[src/rtl/core/cfb_pkg.sv]
`timescale 1ns / 1ps

package cfb_pkg;

    localparam int MAX_PAYLOAD_DEF = 1024;
    localparam int FIFO_DEPTH_DEF  = 8;

    localparam logic [15:0] CRC_POLY = 16'h8005;
    localparam logic [7:0]  PAD_BYTE = 8'hff;

    // action codes
    localparam logic ACT_START = 1'b0;
    localparam logic ACT_DATA  = 1'b1;

    // sequencer phases
    localparam logic [2:0] PH_HDR_FIRST  = 3'd1;
    localparam logic [2:0] PH_HDR_LEN_LO = 3'd2;
    localparam logic [2:0] PH_HDR_LAST   = 3'd3;
    localparam logic [2:0] PH_CRC_LO     = 3'd4;
    localparam logic [2:0] PH_CRC_HI     = 3'd5;

    typedef struct packed {
        logic        action;
        logic [15:0] command;
        logic [15:0] frame_length;
        logic [7:0]  data_byte;
    } cfb_in_t;

    typedef struct packed {
        logic [7:0] out_byte;
        logic       last;
        logic       error;
    } cfb_out_t;

    // one queued job for the serializer
    typedef struct packed {
        logic        is_start;
        logic        bad_len;
        logic        final_byte;
        logic [15:0] command;
        logic [15:0] frame_length;
        logic [7:0]  data_byte;
    } cfb_job_t;

    typedef enum logic [2:0] {
        ST_IDLE  = 3'b001,
        ST_HDR   = 3'b010,
        ST_TRAIL = 3'b100
    } cfb_state_t;

    // CRC-16 poly 0x8005, MSB first, one byte
    function automatic logic [15:0] cfb_crc_feed(input logic [15:0] crc, input logic [7:0] din);
        logic [15:0] c;
        logic        fb;
        c = crc;
        for (int i = 7; i >= 0; i--) begin
            fb = c[15] ^ din[i];
            c  = {c[14:0], 1'b0};
            if (fb) begin
                c = c ^ CRC_POLY;
            end
        end
        return c;
    endfunction

endpackage

[src/rtl/core/crc16_frame_builder_unit.sv]
// Path: an input item is written into the job queue, and its first byte is then
// registered into the output register once the serializer is idle and can load.
// Throughput: one input item per cycle while the job queue has room; the
// serializer sends one byte per cycle unless stalled by m_ready: 1 per payload
// byte, 4 per start, 7 for the final one, so output bytes set the sustained rate.
// Reset: synchronous active-low aresetn; clears queue, frame state and CRC.
`timescale 1ns / 1ps

module crc16_frame_builder_unit import cfb_pkg::*; #(
    parameter int MAX_PAYLOAD = MAX_PAYLOAD_DEF,
    parameter int FIFO_DEPTH  = FIFO_DEPTH_DEF
) (
    input  logic     aclk,
    input  logic     aresetn,
    input  logic     s_valid,
    output logic     s_ready,
    input  cfb_in_t  s_payload,
    output logic     m_valid,
    input  logic     m_ready,
    output cfb_out_t m_payload
);

    logic     q_push, q_full, q_pop, q_empty;
    cfb_job_t q_job, head_job;

    cfb_front #(
        .MAX_PAYLOAD(MAX_PAYLOAD)
    ) u_front (
        .aclk     (aclk),
        .aresetn  (aresetn),
        .s_valid  (s_valid),
        .s_ready  (s_ready),
        .s_payload(s_payload),
        .q_push   (q_push),
        .q_job    (q_job),
        .q_full   (q_full)
    );

    cfb_fifo #(
        .DEPTH(FIFO_DEPTH)
    ) u_fifo (
        .aclk    (aclk),
        .aresetn (aresetn),
        .push    (q_push),
        .push_job(q_job),
        .full    (q_full),
        .pop     (q_pop),
        .head_job(head_job),
        .empty   (q_empty)
    );

    cfb_back u_back (
        .aclk     (aclk),
        .aresetn  (aresetn),
        .head_job (head_job),
        .q_empty  (q_empty),
        .q_pop    (q_pop),
        .m_valid  (m_valid),
        .m_ready  (m_ready),
        .m_payload(m_payload)
    );

endmodule

[src/rtl/core/cfb_front.sv]
`timescale 1ns / 1ps

module cfb_front import cfb_pkg::*; #(
    parameter int MAX_PAYLOAD = MAX_PAYLOAD_DEF
) (
    input  logic     aclk,
    input  logic     aresetn,
    input  logic     s_valid,
    output logic     s_ready,
    input  cfb_in_t  s_payload,
    output logic     q_push,
    output cfb_job_t q_job,
    input  logic     q_full
);

    logic        active_reg, active_next;
    logic [15:0] remain_reg, remain_next;
    logic        accept;
    logic        bad_len;

    assign s_ready = !q_full;
    assign accept  = s_valid && s_ready;
    assign bad_len = (s_payload.frame_length == 16'd0) ||
                     ({1'b0, s_payload.frame_length} > 17'(MAX_PAYLOAD));

    always_comb begin
        active_next        = active_reg;
        remain_next        = remain_reg;
        q_push             = 1'b0;
        q_job.is_start     = (s_payload.action == ACT_START);
        q_job.bad_len      = bad_len;
        q_job.final_byte   = (remain_reg == 16'd1);
        q_job.command      = s_payload.command;
        q_job.frame_length = s_payload.frame_length;
        q_job.data_byte    = s_payload.data_byte;
        if (accept) begin
            if (s_payload.action == ACT_START) begin
                q_push      = 1'b1;
                active_next = !bad_len;
                remain_next = s_payload.frame_length;
            end else if (active_reg) begin
                q_push      = 1'b1;
                remain_next = remain_reg - 16'd1;
                if (remain_reg == 16'd1) begin
                    active_next = 1'b0;
                end
            end
            // payload while idle is dropped
        end
    end

    always_ff @(posedge aclk) begin
        if (!aresetn) begin
            active_reg <= 1'b0;
            remain_reg <= '0;
        end else begin
            active_reg <= active_next;
            remain_reg <= remain_next;
        end
    end

endmodule

[src/rtl/core/cfb_fifo.sv]
`timescale 1ns / 1ps

module cfb_fifo import cfb_pkg::*; #(
    parameter int DEPTH = FIFO_DEPTH_DEF
) (
    input  logic     aclk,
    input  logic     aresetn,
    input  logic     push,
    input  cfb_job_t push_job,
    output logic     full,
    input  logic     pop,
    output cfb_job_t head_job,
    output logic     empty
);

    localparam int PTR_W = $clog2(DEPTH);
    localparam int CNT_W = $clog2(DEPTH + 1);

    cfb_job_t             mem_reg [DEPTH];
    logic [PTR_W-1:0]     wr_ptr_reg, rd_ptr_reg;
    logic [CNT_W-1:0]     count_reg;
    logic                 do_push, do_pop;

    assign full     = (count_reg == CNT_W'(DEPTH));
    assign empty    = (count_reg == '0);
    assign head_job = mem_reg[rd_ptr_reg];
    assign do_push  = push && !full;
    assign do_pop   = pop && !empty;

    always_ff @(posedge aclk) begin
        if (do_push) begin
            mem_reg[wr_ptr_reg] <= push_job;
        end
    end

    always_ff @(posedge aclk) begin
        if (!aresetn) begin
            wr_ptr_reg <= '0;
            rd_ptr_reg <= '0;
            count_reg  <= '0;
        end else begin
            if (do_push) begin
                wr_ptr_reg <= (wr_ptr_reg == PTR_W'(DEPTH - 1)) ? '0 : wr_ptr_reg + PTR_W'(1);
            end
            if (do_pop) begin
                rd_ptr_reg <= (rd_ptr_reg == PTR_W'(DEPTH - 1)) ? '0 : rd_ptr_reg + PTR_W'(1);
            end
            if (do_push && !do_pop) begin
                count_reg <= count_reg + CNT_W'(1);
            end else if (do_pop && !do_push) begin
                count_reg <= count_reg - CNT_W'(1);
            end
        end
    end

endmodule

[src/rtl/core/cfb_back.sv]
`timescale 1ns / 1ps

module cfb_back import cfb_pkg::*; (
    input  logic     aclk,
    input  logic     aresetn,
    input  cfb_job_t head_job,
    input  logic     q_empty,
    output logic     q_pop,
    output logic     m_valid,
    input  logic     m_ready,
    output cfb_out_t m_payload
);

    cfb_state_t  state_reg, state_next;
    logic [2:0]  phase_reg, phase_next;
    logic [15:0] crc_reg, crc_next;
    cfb_job_t    hdr_reg, hdr_next;
    logic        out_valid_reg, out_valid_next;
    cfb_out_t    out_reg, out_next;
    logic        load;
    logic [7:0]  hdr_byte;

    assign load      = !out_valid_reg || m_ready;
    assign m_valid   = out_valid_reg;
    assign m_payload = out_reg;

    always_comb begin
        case (phase_reg)
            PH_HDR_FIRST:  hdr_byte = hdr_reg.command[15:8];
            PH_HDR_LEN_LO: hdr_byte = hdr_reg.frame_length[7:0];
            default:       hdr_byte = hdr_reg.frame_length[15:8];
        endcase
    end

    always_comb begin
        state_next     = state_reg;
        phase_next     = phase_reg;
        crc_next       = crc_reg;
        hdr_next       = hdr_reg;
        out_valid_next = out_valid_reg;
        out_next       = out_reg;
        q_pop          = 1'b0;
        if (load) begin
            out_valid_next = 1'b0;
            case (state_reg)
                ST_IDLE: begin
                    if (!q_empty) begin
                        q_pop          = 1'b1;
                        out_valid_next = 1'b1;
                        out_next.last  = 1'b0;
                        out_next.error = 1'b0;
                        if (head_job.is_start) begin
                            // new frame restarts the CRC, abandoning any open frame
                            out_next.out_byte = head_job.command[7:0];
                            crc_next          = cfb_crc_feed(16'd0, head_job.command[7:0]);
                            hdr_next          = head_job;
                            phase_next        = PH_HDR_FIRST;
                            state_next        = ST_HDR;
                        end else begin
                            out_next.out_byte = head_job.data_byte;
                            crc_next          = cfb_crc_feed(crc_reg, head_job.data_byte);
                            if (head_job.final_byte) begin
                                phase_next = '0;
                                state_next = ST_TRAIL;
                            end
                        end
                    end
                end
                ST_HDR: begin
                    out_valid_next    = 1'b1;
                    out_next.out_byte = hdr_byte;
                    out_next.last     = 1'b0;
                    out_next.error    = 1'b0;
                    crc_next          = cfb_crc_feed(crc_reg, hdr_byte);
                    phase_next        = phase_reg + 3'd1;
                    if (phase_reg == PH_HDR_LAST) begin
                        out_next.last  = hdr_reg.bad_len;
                        out_next.error = hdr_reg.bad_len;
                        state_next     = ST_IDLE;
                    end
                end
                ST_TRAIL: begin
                    out_valid_next = 1'b1;
                    out_next.last  = 1'b0;
                    out_next.error = 1'b0;
                    phase_next     = phase_reg + 3'd1;
                    case (phase_reg)
                        PH_CRC_LO: out_next.out_byte = crc_reg[7:0];
                        PH_CRC_HI: begin
                            out_next.out_byte = crc_reg[15:8];
                            out_next.last     = 1'b1;
                            crc_next          = '0;
                            state_next        = ST_IDLE;
                        end
                        default:   out_next.out_byte = PAD_BYTE;
                    endcase
                end
                default: begin
                    state_next = ST_IDLE;
                end
            endcase
        end
    end

    always_ff @(posedge aclk) begin
        if (!aresetn) begin
            state_reg     <= ST_IDLE;
            phase_reg     <= '0;
            crc_reg       <= '0;
            out_valid_reg <= 1'b0;
        end else begin
            state_reg     <= state_next;
            phase_reg     <= phase_next;
            crc_reg       <= crc_next;
            out_valid_reg <= out_valid_next;
        end
    end

    always_ff @(posedge aclk) begin
        hdr_reg <= hdr_next;
        out_reg <= out_next;
    end

endmodule

[config.mk]
export PLATFORM = sky130hd
export DESIGN_NAME = crc16_frame_builder_unit
export DESIGN_NICKNAME = d
export VERILOG_FILES = /design/src/rtl/core/cfb_pkg.sv /design/src/rtl/core/crc16_frame_builder_unit.sv /design/src/rtl/core/cfb_front.sv /design/src/rtl/core/cfb_fifo.sv /design/src/rtl/core/cfb_back.sv
export SDC_FILE = /design/constraint.sdc
export NUM_CORES = 1
export LEC_CHECK = 0
export BUFFER_PORTS_ARGS = -buffer_cell sky130_fd_sc_hd__buf_2
export CAP_MARGIN = 10
export CORE_MARGIN = 1.5
export CORE_UTILIZATION = 60
export CTS_BUF_LIST = sky130_fd_sc_hd__clkbuf_8
export CTS_CLUSTER_SIZE = 30
export DETAILED_ROUTE_END_ITERATION = 8
export PLACE_DENSITY = 0.83
export SYNTH_ARGS = -nofsm -noshare
export SYNTH_HDL_FRONTEND = slang
export SYNTH_SLANG_ARGS = --single-unit
[constraint.sdc]
create_clock -name aclk -period 19.99 [get_ports aclk]
set_input_delay 5.997 -clock aclk [delete_from_list [all_inputs] [get_ports aclk]]
set_output_delay 5.997 -clock aclk [all_outputs]
set_load 0.02 [all_outputs]
# [Word-level counts from Yosys, hierarchy flattened]
# Memories as Yosys holds them, arrays and structs flattened. A register that Yosys moved wholly into a read port is not among the register bits.
# Cells that the tools add are included.
[word_totals] mem_bits_ro=0 memories=1 input_bits=45 latchBits=0 elab_cells=247 register_bits=93 ram_bits=344
[classes] n_mux=135 n_shift=0 n_div=0 n_reduce_logical=25 order_cmp=1 addsub=6 n_mul=0 bitwise_logic=47 eq_ne=17
[mem_list] memory="u_fifo.mem_reg" depth=8 word_bits=43 rd=1 rd_ports_with_merged_regs=1 wr=1 line_no="cfb_fifo.sv:19" text="cfb_job_t mem_reg [DEPTH];"
[op_table] cell="16-bit 2-to-1 mux" n=99
[op_table] cell="3-bit inverter" n=22
[op_table] cell="16-bit case mux with 3 select lines" n=1
[op_table] cell="3-bit 2-to-1 mux" n=12
[op_table] cell="8-bit case mux with 2 select lines" n=2
[op_table] cell="10-bit case mux with 3 select lines" n=1
[op_table] cell="1-bit XOR" n=23
[op_table] cell="16-bit by 1-bit == test with 1-bit output, second input constant" n=1
[op_table] cell="16-bit by 11-bit > comparator with 1-bit output, second input constant" n=1
[op_table] cell="16-bit zero test" n=1
[op_table] cell="16-bit by 1-bit subtractor with 16-bit output, second input constant" n=1
[op_table] cell="3-bit == test, second input constant" n=5
[op_table] cell="1-bit 2-to-1 mux" n=12
[op_table] cell="4-bit AND reduction" n=3
[op_table] cell="10-bit 2-to-1 mux" n=1
[op_table] cell="3-bit by 1-bit adder with 3-bit output, second input constant" n=3
[op_table] cell="3-bit by 2-bit == test with 1-bit output, second input constant" n=3
[op_table] cell="3-bit case mux with 3 select lines" n=1
[op_table] cell="4-bit 2-to-1 mux" n=2
[op_table] cell="8-bit 2-to-1 mux" n=1
[op_table] cell="3-bit by 1-bit == test with 1-bit output, second input constant" n=2
[op_table] cell="1-bit zero test" n=6
[op_table] cell="2-bit by 1-bit inequality test with 1-bit output, second input constant" n=3
[op_table] cell="3-bit case mux with 2 select lines" n=1
[op_table] cell="17 further kinds" n=24

# [Longest topological paths before layout]
[depth] word_depth=47 ltp_mapped=13 mapped_depth_nobuf=12

# [By module]
# Synthesis repeated with hierarchy kept, for this count alone.
[unflattened] hier_cells=1091 area_unflattened_um2=18811.8
[modules_own_cells] mod="cfb_fifo" area_each_um2=13874.6 cells_each=574 n_inst=1
[modules_own_cells] mod="cfb_back" area_each_um2=3415.8 cells_each=316 n_inst=1
[modules_own_cells] mod="cfb_front" area_each_um2=1521.5 cells_each=201 n_inst=1

# [Worst setup path before layout]
# Ideal clock, no wire load.
[synth_timing] path_type="in2reg" startpoint="input port s_payload[40] (netlist name)" endpoint="memory u_fifo.mem_reg[2][0] (netlist name), enable pin" stages=5 n_path_buf=2 arrival_time_ns=11.274 setup_ns=0.566 slack_ns=8.150 required_time_ns=19.424 path_cell_list="clkbuf_1 > inv_1 > o211ai_1 > clkbuf_1 > nor4b_1"
[synth_via] elab_chain_len=5
[synth_lines] item="from (decl)" line_no="crc16_frame_builder_unit.sv:17" text="input cfb_in_t s_payload,"
[synth_lines] item="1-bit 2-to-1 mux" line_no="cfb_front.sv:37" text="if (s_payload.action == ACT_START) begin"
[synth_lines] item="1-bit 2-to-1 mux" line_no="cfb_front.sv:36" text="if (accept) begin"
[synth_lines] item="1-bit logical AND" line_no="cfb_fifo.sv:27" text="assign do_push = push && !full;"
[synth_lines] item="1-bit 2-to-1 mux" line_no="cfb_fifo.sv:31" text="if (do_push) begin"
[synth_lines] item="1-bit 2-to-1 mux (implied by the code)" line_no="cfb_fifo.sv:32" text="mem_reg[wr_ptr_reg] <= push_job;"
[synth_lines] item="to (decl)" line_no="cfb_fifo.sv:19"
# No other way between the ends.

# [Final worst setup path]
[layout_timing] startpoint="input port s_payload[40] (netlist name)" endpoint="register u_fifo.count_reg[3]"
[layout_via] elab_chain_len=6
[layout_lines] item="1-bit 2-to-1 mux *" line_no="cfb_front.sv:37"
[layout_lines] item="1-bit 2-to-1 mux *" line_no="cfb_front.sv:36"
[layout_lines] item="1-bit logical AND *" line_no="cfb_fifo.sv:27"
[layout_lines] item="1-bit zero test" line_no="cfb_fifo.sv:50" text="end else if (do_pop && !do_push) begin"
[layout_lines] item="1-bit logical AND" line_no="cfb_fifo.sv:50"
[layout_lines] item="2-bit nonzero test (no source line)"
[layout_lines] item="to (signal assigned)" line_no="cfb_fifo.sv:49" text="count_reg <= count_reg + CNT_W'(1);"
[layout_lines] item="to (signal assigned)" line_no="cfb_fifo.sv:51" text="count_reg <= count_reg - CNT_W'(1);"
[layout_lines] item="to (decl)" line_no="cfb_fifo.sv:21" text="logic [CNT_W-1:0] count_reg;"
# Mark *: on every way between the ends. The rest lies on a longest branch, timed or not.
# A chain may end at the register's enable or synchronous reset.

==> impl_summary.txt <==
----------------------------------------------------
[Run status]
  Outcome ... finished, final reports clean

[Finish]
  Total Nets Final ... 1182
  Post-route design area ... 19900 um2
  Max FFs per register ... 344
  Layout cells sized above 1 ... 24.3%
  Leading cell type in the layout, fill and taps excluded ... edfxtp_1
  Leading cell types in the layout, fill and taps excluded ... 379 x edfxtp_1, 74 x mux4_2, 73 x clkbuf_8
  Layout overhead on the synthesized area ... 10.7%

[Logic synthesis]
  Count of different cell masters after synthesis ... 69
  Main area contributors after synthesis ... edfxtp_1 63%, mux4_2 9.3%, dfxtp_1 5.9%, mux2_2 1.7%, xnor2_1 1.7%
  Part of the Yosys area used for sequential elements ... 69.3%
  Post-synth EDFFs ... 379
  Count of state elements after synthesis ... 432
  Fraction of synthesized cell area taken by the top area cell type ... 63.4%
  Synth warn ... 0
  Avg Inst Size Synth ... 17.4 um2
  Syn_nets ... 1090
  Number of standard cells after synthesis ... 1030
  Post-synthesis cell type with the largest combined area ... edfxtp_1
  Post-synth design cell area ... 17900 um2
  Top flip-flop cell by instance count after synthesis ... edfxtp_1
  Ys async rst share ... 0%

[Flow run]
  Max capacitance violation total ... 0

[Routing]
  Number of vias in the routed layout ... 9831
  Wire length on met3 ... 2650 um
  Antenna-violating nets left ... 0
  DRC violation count after routing ... 0
  Highest metal layer with signal wires ... met4
  Met2 wire length ... 17900 um
  Routed wire length ... 36400 um
  Metal-1 WL ... 15200 um
  Detailed Routing Iterations Pass 1 ... 5
  Routed length per instance ... 23.3 um
  Via-to-Cell Ratio ... 6.28
  Number of violations reported at the end of detailed-routing iteration 0 ... 974

[Floorplanning]
  Effective utilization at floorplan ... 60.7%
  # rows ... 63
  I/O pin count ... 57
  Die outline width ... 176 um
  Height of the die ... 176 um
  Die area ... 30900 um2
  CORE AREA ... 29600 um2

[Critical path]
  Required time at the endpoint of the critical path ... 20500 ps
  Worst setup path category ... in -> reg
  Arrival time at the worst endpoint ... 9830 ps
  Highest fanout seen on the critical path ... 29
  Nature of the critical path startpoint ... primary input
  Critical path endpoint category ... flop

[Global routing]
  Final global-route overflow total ... 0
  Via count of the first global-routing pass ... 9813
  Pin count of the biggest net entering global routing ... 67
  Global-route wire length before repair ... 55600 um
  Combined global-route utilization of all metal layers ... 24.2%
  Number of antenna violations at the first check in global routing ... 0

[Worst hold path]
  Worst hold path type ... reg -> reg

[Placed design]
  IO buf count ... 56
  RD Place Congestion ... 0.848
  Placed inst area ... 18600 um2
  Estimated wirelength of the detail-placed design ... 21600 um

[Pwr]
  Power per cell area ... 137 nW/um2
  Combinational share of power ... 34.0%
  Leakage power ... 6.60 nW
  Sw frac ... 32.0%
  Sequential share of power ... 41.6%
  Pint ... 1.85 mW
  Total power consumption of the routed design ... 2.72 mW
  VDD IR max ... 0.0867 mV
  Clock Power Share ... 24.4%
  Total net switching power ... 870 uW

[Clock network]
  TritonCTS Buffers ... 69
  Insertion delay of the later-clocked pin in the worst-skew pair ... 580 ps
  CTS Root Cell ... clkbuf_8
  Clock-pin slew of the registers on the worst-case setup and hold paths ... 50 ps
  Post-CTS resize count ... 0
  TritonCTS clock tree ... done
  H-tree level count ... 3
  Maximum clock path buffer count ... 3
  Number of setup buffers added after CTS ... 0
  Count of hold buffers inserted by post-cts repair ... 0
  Number of clock sinks seen by CTS ... 432

[STA]
  Final setup violation count ... 0
  Relative slew slack ... 16.5%
  Slew at the pin closest to its max-slew limit ... 1240 ps
  Setup repair after global routing missed its margin ... false
  Number of slew-limit violations in the final report ... 0
  Final Critical Period ... 9320 ps
  Skew final ... 30.0 ps
  Aggregate negative setup slack ... 0 ps
  Final number of hold-violating endpoints ... 0
  Fraction of the cycle the final worst path needs ... 46.6%
  Highest clock rate ... 107 MHz

----------------------------------------------------
-- worst max-delay path: stages --
cell	delay, ps
buf_2	350
inv_1	470
o211ai_1	300
buf_4	260
clkinv_1	640
ha_1	500
inv_1	140
ha_1	240
a21o_1	180
a21oi_1	200
xnor2_1	100
or3_1	300
a21oi_1	140
-- logic make-up after synthesis --
logic type / Yosys count / synth area share (%)
AND/OR/NAND/NOR: 147 / 3.84
multiplexers: 136 / 14.1
AO/OA/AOI/OAI: 170 / 6.12
flip-flops: 432 / 69.3
adder cells (fa/ha/maj): 15 / 1.09
XOR/XNOR: 64 / 3.75
buffers and inverters: 66 / 1.75
-- worst paths after layout --
kind                                    startpoint                  end  slack (ps)  cells past startpoint
worst max-delay path                 s_payload[40]  u_fifo.count_reg[3]       10670                     13
worst min-delay path            u_front.active_reg   u_front.active_reg         470                      2
worst max register to register                flop  u_back.phase_reg[1]       15740                      9
worst min register to register  u_front.active_reg   u_front.active_reg         470                      2
-- layer usage --
| metal | up-vias | track usage, % |
|---|---|---|
| met4 | 0 | 8.37 |
| met1 | 4997 | 34.5 |
| met2 | 450 | 38.7 |
| met5 | - | 0 |
| met3 | 55 | 3.74 |
| li1 | 4329 | - |
-- final cells by class --
type / count / area [um2]
flip-flops and latches: 432 / 12500
repair buffers: 75 / 423
clock buffers: 73 / 1000
clock inverters: 49 / 208
well taps: 390 / 488
inverters: 12 / 45.0
fillers: 1847 / 9700
multi-input cells: 532 / 5240
diodes: 2 / 5.00
-- Yosys cell counts, types with 2 or more instances --
master and count:
edfxtp_1 379, o2bb2ai_1 6, mux2i_1 20, o21ai_0 32, and3_1 3, nor3b_1 5, a21oi_1 58, mux2i_2 2
nand2_1 26, o21a_1 3, o211ai_1 2, o211a_1 2, mux2i_4 3, a211oi_1 11, inv_1 10, xnor3_1 4
mux2_2 27, or3_1 5, nor2_1 58, nor3_1 19, buf_12 2, and2_1 2, o221ai_1 3, o22ai_1 3
mux4_1 10, buf_2 12, buf_1 5, a31oi_1 2, nand3_1 11, buf_6 2, nor2b_1 3, nand2b_1 3
or2_2 2, a221o_1 7, clkbuf_1 32, mux4_2 74, xnor2_1 34, dfxtp_1 53, a22oi_1 21, nor4_1 6
xor2_1 22, a221oi_1 2, ha_1 14, a21o_1 4, clkinv_1 2
-- power by group through the flow --
stage          clock network [mW]  logic [mW]  registers, mW
5_1_grt                     0.713        1.00           1.14
2_1_floorplan                   0       0.738           1.13
3_3_place_gp                    0       0.901           1.14
4_1_cts                     0.675       0.924           1.13
6_report                    0.663       0.923           1.13
3_5_place_dp                    0       0.918           1.15
-- metrics by stage --
stage                     setup slack, ps  instances  hold WS, ps  util (%)
after detailed placement            10160       1441          467      63.1
after CTS                           10720       1563          475      67.2
after floorplan                      8150       1030          449         -
final                               10670       1565          474      67.2
after global routing                10320       1563          526      67.2
after global placement              10240       1441          459      63.1
Note: power is estimated with default switching activity, not from simulation.
